File: config.mk
export PLATFORM = sky130hd
export DESIGN_NAME = wtf8_to_utf16_decoder
export DESIGN_NICKNAME = d
export VERILOG_FILES = /design/src/rtl/w8u16dec_pkg.sv /design/src/rtl/wtf8_to_utf16_decoder.sv
export VERILOG_INCLUDE_DIRS = /design/src /design/src/rtl
export SDC_FILE = /design/constraint.sdc
export NUM_CORES = 1
export LEC_CHECK = 0
export BUFFER_PORTS_ARGS = -buffer_cell sky130_fd_sc_hd__buf_2
export CORE_MARGIN = 2
export CORE_UTILIZATION = 25
export CTS_BUF_LIST = sky130_fd_sc_hd__clkbuf_4 sky130_fd_sc_hd__clkbuf_8
export DETAILED_ROUTE_END_ITERATION = 16
export SLEW_MARGIN = 20
export SYNTH_ARGS = -nofsm -noshare
export SYNTH_HDL_FRONTEND = slang
export SYNTH_SLANG_ARGS = --single-unit
File: constraint.sdc
create_clock -name clk -period 3.3 [get_ports clk]
set_input_delay 0.495 -clock clk [delete_from_list [all_inputs] [get_ports clk]]
set_output_delay 0.495 -clock clk [all_outputs]
set_load 0.005 [all_outputs]
File: src/rtl/assert_macros.svh
// ---------------------------------------------------------------------------
// Assertion macros
// Concurrent assertion shorthands, removed for synthesis.
// ---------------------------------------------------------------------------
`ifndef ASSERT_MACROS_SVH
`define ASSERT_MACROS_SVH

`ifndef SYNTHESIS

`define ASSERT_PROP(lbl, clk, rst, prop, msg) \
  lbl: assert property (@(posedge clk) disable iff (rst) (prop)) else $error(msg);

`define ASSERT_NEVER(lbl, clk, rst, expr, msg) \
  lbl: assert property (@(posedge clk) disable iff (rst) !(expr)) else $error(msg);

`else

`define ASSERT_PROP(lbl, clk, rst, prop, msg)

`define ASSERT_NEVER(lbl, clk, rst, expr, msg)

`endif

`endif

File: src/rtl/w8u16dec_pkg.sv
// ---------------------------------------------------------------------------
// w8u16dec_pkg
// Constants and decode functions for the byte to UTF-16 code unit decoder.
// ---------------------------------------------------------------------------
package w8u16dec_pkg;

  localparam logic [15:0] UnitReplacement = 16'hFFFD;
  localparam logic [15:0] SurrHigh        = 16'hD800;
  localparam logic [15:0] SurrLow         = 16'hDC00;
  localparam logic [31:0] SuppOffset      = 32'h0001_0000;

  typedef logic [15:0] unit_t;
  typedef logic [1:0]  unit_cnt_t;

  // 1 for ASCII, 2..4 for a lead byte, 0 for a stray byte
  function automatic logic [2:0] lead_len(input logic [7:0] b);
    logic [2:0] len;
    if (b[7] == 1'b0) begin
      len = 3'd1;
    end else if ((b & 8'hE0) == 8'hC0) begin
      len = 3'd2;
    end else if ((b & 8'hF0) == 8'hE0) begin
      len = 3'd3;
    end else if ((b & 8'hF8) == 8'hF0) begin
      len = 3'd4;
    end else begin
      len = 3'd0;
    end
    return len;
  endfunction

  function automatic unit_t dec2(input logic [7:0] s0, input logic [7:0] s1);
    return {5'd0, s0[4:0], s1[5:0]};
  endfunction

  function automatic unit_t dec3(input logic [7:0] s0, input logic [7:0] s1,
                                 input logic [7:0] s2);
    return {s0[3:0], s1[5:0], s2[5:0]};
  endfunction

  // high half in the upper 16 bits, low half in the lower 16 bits
  function automatic logic [31:0] dec4(input logic [7:0] s0, input logic [7:0] s1,
                                       input logic [7:0] s2, input logic [7:0] s3);
    logic [31:0] cp;
    logic [31:0] v;
    cp = {11'd0, s0[2:0], s1[5:0], s2[5:0], s3[5:0]};
    v  = cp - SuppOffset;
    return {SurrHigh | v[25:10], SurrLow | {6'd0, v[9:0]}};
  endfunction

  // a lone byte at the end of a string
  function automatic unit_t tail1(input logic [7:0] b);
    return (b[7] == 1'b0) ? {8'd0, b} : UnitReplacement;
  endfunction

endpackage

File: src/rtl/wtf8_to_utf16_decoder.sv
// ---------------------------------------------------------------------------
// wtf8_to_utf16_decoder
// Byte stream to UTF-16 code unit stream, surrogates passed through.
// ---------------------------------------------------------------------------
// One string byte enters per word on the slave side, with tlast on the final
// byte of the string. Each byte is decoded in the cycle it is accepted and its
// code units (none, one, two or three) go into an output buffer that drains
// one unit per cycle while m_tready is high; the first unit appears in the next
// cycle. A byte with no unit does not hold the input and one with one unit
// frees it as that unit is taken, so plain text flows at one byte per cycle
// while m_tready is high. A byte that yields more holds the input until the
// single output buffer has drained: a 4-byte sequence yields 2 units, an
// open one at string end up to 3. On the master side tuser marks the last
// unit caused by one input byte and tlast marks the final unit of the string.
`include "assert_macros.svh"

module wtf8_to_utf16_decoder (
  input  logic        clk,
  input  logic        rst,
  input  logic        s_tvalid,
  output logic        s_tready,
  input  logic [7:0]  s_tdata,   // [7:0] byte_value
  input  logic        s_tlast,   // string_end
  output logic        m_tvalid,
  input  logic        m_tready,
  output logic [15:0] m_tdata,   // [15:0] code_unit
  output logic        m_tuser,   // [0] run_last
  output logic        m_tlast    // string_done
);

  logic [7:0]  pend [3];
  logic [1:0]  cnt;
  logic [2:0]  seqlen;

  w8u16dec_pkg::unit_t     unit [3];
  w8u16dec_pkg::unit_cnt_t n;
  logic [1:0]              idx;
  logic                    end_flag;
  logic                    busy;

  w8u16dec_pkg::unit_t     u0_next, u1_next, u2_next;
  w8u16dec_pkg::unit_cnt_t n_next;
  logic [1:0]              cnt_next;
  logic [2:0]              seqlen_next;
  logic                    pend_we;
  logic [1:0]              pend_wi;

  logic [2:0]  len_b;
  logic [2:0]  len_p1;
  logic        open_seq;
  logic [1:0]  held;
  logic [2:0]  total;
  logic [31:0] pair;
  logic        last_u;
  logic        load;
  logic        take;

  assign last_u   = busy && (idx == (n - 2'd1));
  assign s_tready = !busy || (last_u && m_tready);
  assign load     = s_tvalid && s_tready;
  assign take     = m_tvalid && m_tready;

  assign m_tvalid = busy;
  assign m_tdata  = unit[idx];
  assign m_tuser  = last_u;
  assign m_tlast  = last_u && end_flag;

  always_comb begin
    len_b    = w8u16dec_pkg::lead_len(s_tdata);
    len_p1   = w8u16dec_pkg::lead_len(pend[1]);
    open_seq = (seqlen == 3'd2) || (seqlen == 3'd3) || (seqlen == 3'd4);
    held     = (cnt == 2'd0) ? 2'd1 : cnt;
    total    = {1'b0, held} + 3'd1;
    pair     = w8u16dec_pkg::dec4(pend[0], pend[1], pend[2], s_tdata);

    u0_next     = '0;
    u1_next     = '0;
    u2_next     = '0;
    n_next      = 2'd0;
    cnt_next    = cnt;
    seqlen_next = seqlen;
    pend_we     = 1'b0;
    pend_wi     = 2'd0;

    if (!open_seq) begin
      if (len_b == 3'd1) begin
        u0_next = {8'd0, s_tdata};
        n_next  = 2'd1;
      end else if (len_b == 3'd0 || s_tlast) begin
        u0_next = w8u16dec_pkg::UnitReplacement;
        n_next  = 2'd1;
      end else begin
        pend_we     = 1'b1;
        pend_wi     = 2'd0;
        cnt_next    = 2'd1;
        seqlen_next = len_b;
      end
    end else if (total >= seqlen) begin
      case (seqlen)
        3'd2: begin
          u0_next = w8u16dec_pkg::dec2(pend[0], s_tdata);
          n_next  = 2'd1;
        end
        3'd3: begin
          u0_next = w8u16dec_pkg::dec3(pend[0], pend[1], s_tdata);
          n_next  = 2'd1;
        end
        default: begin
          u0_next = pair[31:16];
          u1_next = pair[15:0];
          n_next  = 2'd2;
        end
      endcase
      cnt_next    = 2'd0;
      seqlen_next = 3'd0;
    end else if (s_tlast) begin
      u0_next = w8u16dec_pkg::UnitReplacement;
      if (held == 2'd1) begin
        u1_next = w8u16dec_pkg::tail1(s_tdata);
        n_next  = 2'd2;
      end else if (len_p1 == 3'd1) begin
        u1_next = {8'd0, pend[1]};
        u2_next = w8u16dec_pkg::tail1(s_tdata);
        n_next  = 2'd3;
      end else if (len_p1 == 3'd2) begin
        u1_next = w8u16dec_pkg::dec2(pend[1], s_tdata);
        n_next  = 2'd2;
      end else begin
        u1_next = w8u16dec_pkg::UnitReplacement;
        u2_next = w8u16dec_pkg::tail1(s_tdata);
        n_next  = 2'd3;
      end
    end else begin
      pend_we  = 1'b1;
      pend_wi  = held;
      cnt_next = held + 2'd1;
    end

    if (s_tlast) begin
      cnt_next    = 2'd0;
      seqlen_next = 3'd0;
    end
  end

  always_ff @(posedge clk) begin
    if (rst) begin
      cnt    <= 2'd0;
      seqlen <= 3'd0;
      busy   <= 1'b0;
      idx    <= 2'd0;
    end else begin
      if (load) begin
        cnt    <= cnt_next;
        seqlen <= seqlen_next;
        busy   <= (n_next != 2'd0);
        idx    <= 2'd0;
      end else if (take) begin
        if (last_u) begin
          busy <= 1'b0;
        end
        idx <= idx + 2'd1;
      end
    end
  end

  always_ff @(posedge clk) begin
    if (load && pend_we) begin
      pend[pend_wi] <= s_tdata;
    end
    if (load) begin
      unit[0]  <= u0_next;
      unit[1]  <= u1_next;
      unit[2]  <= u2_next;
      n        <= n_next;
      end_flag <= s_tlast;
    end
  end

  `ASSERT_PROP(a_idx_in_burst, clk, rst, busy |-> (idx < n), "unit index past burst")
  `ASSERT_PROP(a_end_clears, clk, rst, (load && s_tlast) |=> (seqlen == 3'd0 && cnt == 2'd0), "sequence open after string end")
  `ASSERT_PROP(a_cnt_below_len, clk, rst, (seqlen != 3'd0) |-> (cnt != 2'd0 && {1'b0, cnt} < seqlen), "held byte count out of range")
  `ASSERT_NEVER(a_done_is_run_last, clk, rst, m_tlast && !m_tuser, "string end not on run end")

endmodule

==> run_results.csv <==
group,metric,value,unit
run_status,status,"completed",
finish,postLayoutCoreUtil,29.6,%
sta,slew_headroom,44.3,%
drt,vias,2791,
drt,drt_iter0_drc,394,
power_and_ir_drop,p_leak,1.56,nW
yosys,synth_top_area_share,48.6,%
critical_path,cpMostUsedCell,"o21ai_1",
clocking,clkSinkCount,69,
clocking,cts_root_buffer,"clkbuf_8",
global_routing,grt_overflow,0,
placed_design,place_area,3990,um^2
finish,syn_to_final_growth,16.5,%
critical_path,cp_data_required_time,3.37,ns
yosys,synth.distinct_cells,50,
floorplanning,rows,44,
clocking,cts_resized,0,
critical_path,slowest_delay,0.61,ns
placed_design,post-place-ws,0.859,ns
drt,drc_errors,0,
floorplanning,core_area,14400,um^2
drt,postRouteAntennaNets,0,
drt,dr.pass1.iters,5,
yosys,ys_seq_area_share,54.1,%
sta,hold_slack,0.422,ns
yosys,synthArstFlopShare,0,%
finish,fin_area,4250,um^2
power_and_ir_drop,clock_power_share,41.7,%
sta,setup_ws,0.840,ns
sta,fmax,406,MHz
critical_path,crit_chain,"ha_1 -> nor2b_1 -> o21ai_1 -> o21ai_1 -> o21ai_0",
global_routing,grt_pass1_vias,2503,
placed_design,hpwl,6470,um
floorplanning,pin_count,33,
hold_path,hold_class,"in2reg",
yosys,ys_warn_count,0,
placed_design,gp_congestion,0.931,
sta,drv_slew,0,
critical_path,endpoint_kind,"register",
critical_path,start_kind,"register",
placed_design,placedCellCount,561,
clocking,clock_path_buffers,2,
yosys,synth_enable_flop_cells,59,
power_and_ir_drop,switchingPower,0.475,mW
critical_path,cp_max_fo,10,
sta,setup_viol,0,
clocking,tritoncts,"built",
sta,period_needed,2.46,ns
sta,setup_tns,0,ns
finish,fin_nets,405,
sta,period_share,74.6,%
power_and_ir_drop,p_comb_share,10.2,%
power_and_ir_drop,powerDensity,505,nW/um^2
drt,viasPerCell,4.84,
clocking,htreeDepth,3,
placed_design,port_buffers,32,
yosys,ys_seq_elements,69,
power_and_ir_drop,p_sw_share,22.1,%
yosys,synthFlopType,"edfxtp_1",
clocking,cts_made_buffers,9,
yosys,synth_cells,358,
drt,wl,8780,um
critical_path,slowest_stage,"dfxtp_1",
clocking,clock_latency,0.35,ns
finish,finalNonFillerCells,577,
yosys,synth_area_leader_cell,"edfxtp_1",
yosys,netlist_area,3650,um^2
clocking,post_cts_buffers,0,
global_routing,grt_use_total,11.3,%
finish,nFillCells,1466,
finish,num_antenna_cells,0,
sta,hold_violations,0,
finish,ff_latch_area,1970,um^2
floorplanning,initial_utilization,25.4,%
drt,wl_per_cell,15.2,um
clocking,clk_pin_slew_worst_paths,0.08,ns
yosys,syn_avg_cell_area,10.2,um^2
finish,drive_gt1_share,15.5,%
global_routing,grt_antenna_before_repair,0,
critical_path,critical_path_class,"reg2reg",
floorplanning,die_w,125,um
yosys,synth_area_leaders,"edfxtp_1 (49%), dfxtp_1 (5.5%), nand2_1 (4.2%)",
global_routing,grt_pass1_wl,14100,um
run,drv_cap,0,
power_and_ir_drop,vdd.ir_drop.worst,0.226,mV
sta,worstMarginPinSlew,0.834,ns
critical_path,arrival,2.53,ns
finish,multi_input_area,1510,um^2
clocking,postCtsHoldBufs,0,
floorplanning,die-area,15600,um^2
power_and_ir_drop,pwr-share-seq,48.2,%
global_routing,grt_max_degree,43,
yosys,synth_nets,375,
power_and_ir_drop,total_power,2.14,mW
sta,rsz0062_at_grt,"no",
power_and_ir_drop,p_int,1.67,mW
floorplanning,fp.dieH,125,um
sta,fin_skew,0.0134,ns
## power by group through the flow
stage / Clock [mW] / Combinational, mW / Sequential (mW)
after floorplan: 0 / 0.139 / 1.04
after global placement: 0 / 0.217 / 1.05
after detailed placement: 0 / 0.220 / 1.05
after CTS: 0.914 / 0.221 / 1.03
after global routing: 0.947 / 0.242 / 1.04
final: 0.893 / 0.218 / 1.03
## synthesized netlist by cell type (5+ instances only)
cell / count
edfxtp_1: 59
nand2_1: 41
a21oi_1: 30
nor2_1: 28
o21ai_0: 22
inv_1: 18
mux2i_1: 14
clkbuf_1: 13
o22ai_1: 11
dfxtp_1: 10
nand2b_1: 9
nor2b_1: 8
a211oi_1: 7
a22o_1: 7
nor3_1: 7
or3_1: 6
o21ai_1: 5
## final cells by class
class | instances | share of cell area, %
Clock inverter | 7 | 3.24
Inverter | 18 | 1.59
Timing Repair Buffer | 39 | 5.01
Sequential cell | 69 | 46.4
Tap cell | 184 | 5.42
Multi-Input combinational cell | 251 | 35.4
Clock buffer | 9 | 2.92
## kinds of logic (layout without fill, tap and decap cells)
family,count (synthesis),in the layout,share of synthesized area [%]
XOR/XNOR,6,6,1.44
adder cells (fa/ha/maj),4,4,1.37
AND/OR/NAND/NOR,126,126,17.2
flip-flops,69,69,54.1
AO/OA/AOI/OAI,101,101,17.5
buffers and inverters,38,73,4.63
multiplexers,14,14,3.84
## state kept, by name, summed over array words and instances (netlist names), named ones only
register / count
m_tvalid: 1
idx: 2
seqlen: 3
n: 2
cnt: 2
unit: 37
end_flag: 1
pend: 19
## per-layer routing
| metal | global-route usage [%] | part of all wire [%] | vias to the layer above |
|---|---|---|---|
| li1 | - | - | 1369 |
| met1 | 16.4 | 48 | 1293 |
| met2 | 16.5 | 44 | 113 |
| met3 | 3.14 | 6.4 | 16 |
| met4 | 3.30 | 1.4 | 0 |
| met5 | 0 | 0 | - |
## placed cells by master (no fill, tap or decap), types with 5 or more instances in the layout
cell	netlist	routed
a211oi_1	7	7
a21oi_1	30	30
a22o_1	7	7
buf_2	0	32
buf_4	1	7
clkbuf_8	0	9
dfxtp_1	10	10
edfxtp_1	59	59
inv_1	18	18
mux2i_1	14	14
nand2_1	41	41
nand2b_1	9	9
nor2_1	28	28
nor2b_1	8	8
nor3_1	7	7
o21ai_0	22	22
o21ai_1	5	5
o22ai_1	11	11
or3_1	6	6
## path summary, 6_finish.rpt
path | startpoint | to | slack [ns] | cells past startpoint
setup / recovery | seqlen[0] | unit[0][9] | 0.84 | 5
hold / removal | rst | cnt[1] | 0.42 | 2
setup reg to reg | seqlen[0] | unit[0][9] | 0.84 | 5
hold reg to reg | cnt[0] | cnt[0] | 0.51 | 2
## critical path: cells and delay by family (launching register included)
| kind | cells | cell delay [ns] |
|---|---|---|
| adder cells (fa/ha/maj) | 1 | 0.32 |
| flip-flops | 1 | 0.61 |
| AO/OA/AOI/OAI | 3 | 1.06 |
| AND/OR/NAND/NOR | 1 | 0.18 |
No activity file was read; power rests on OpenSTA's default activity.
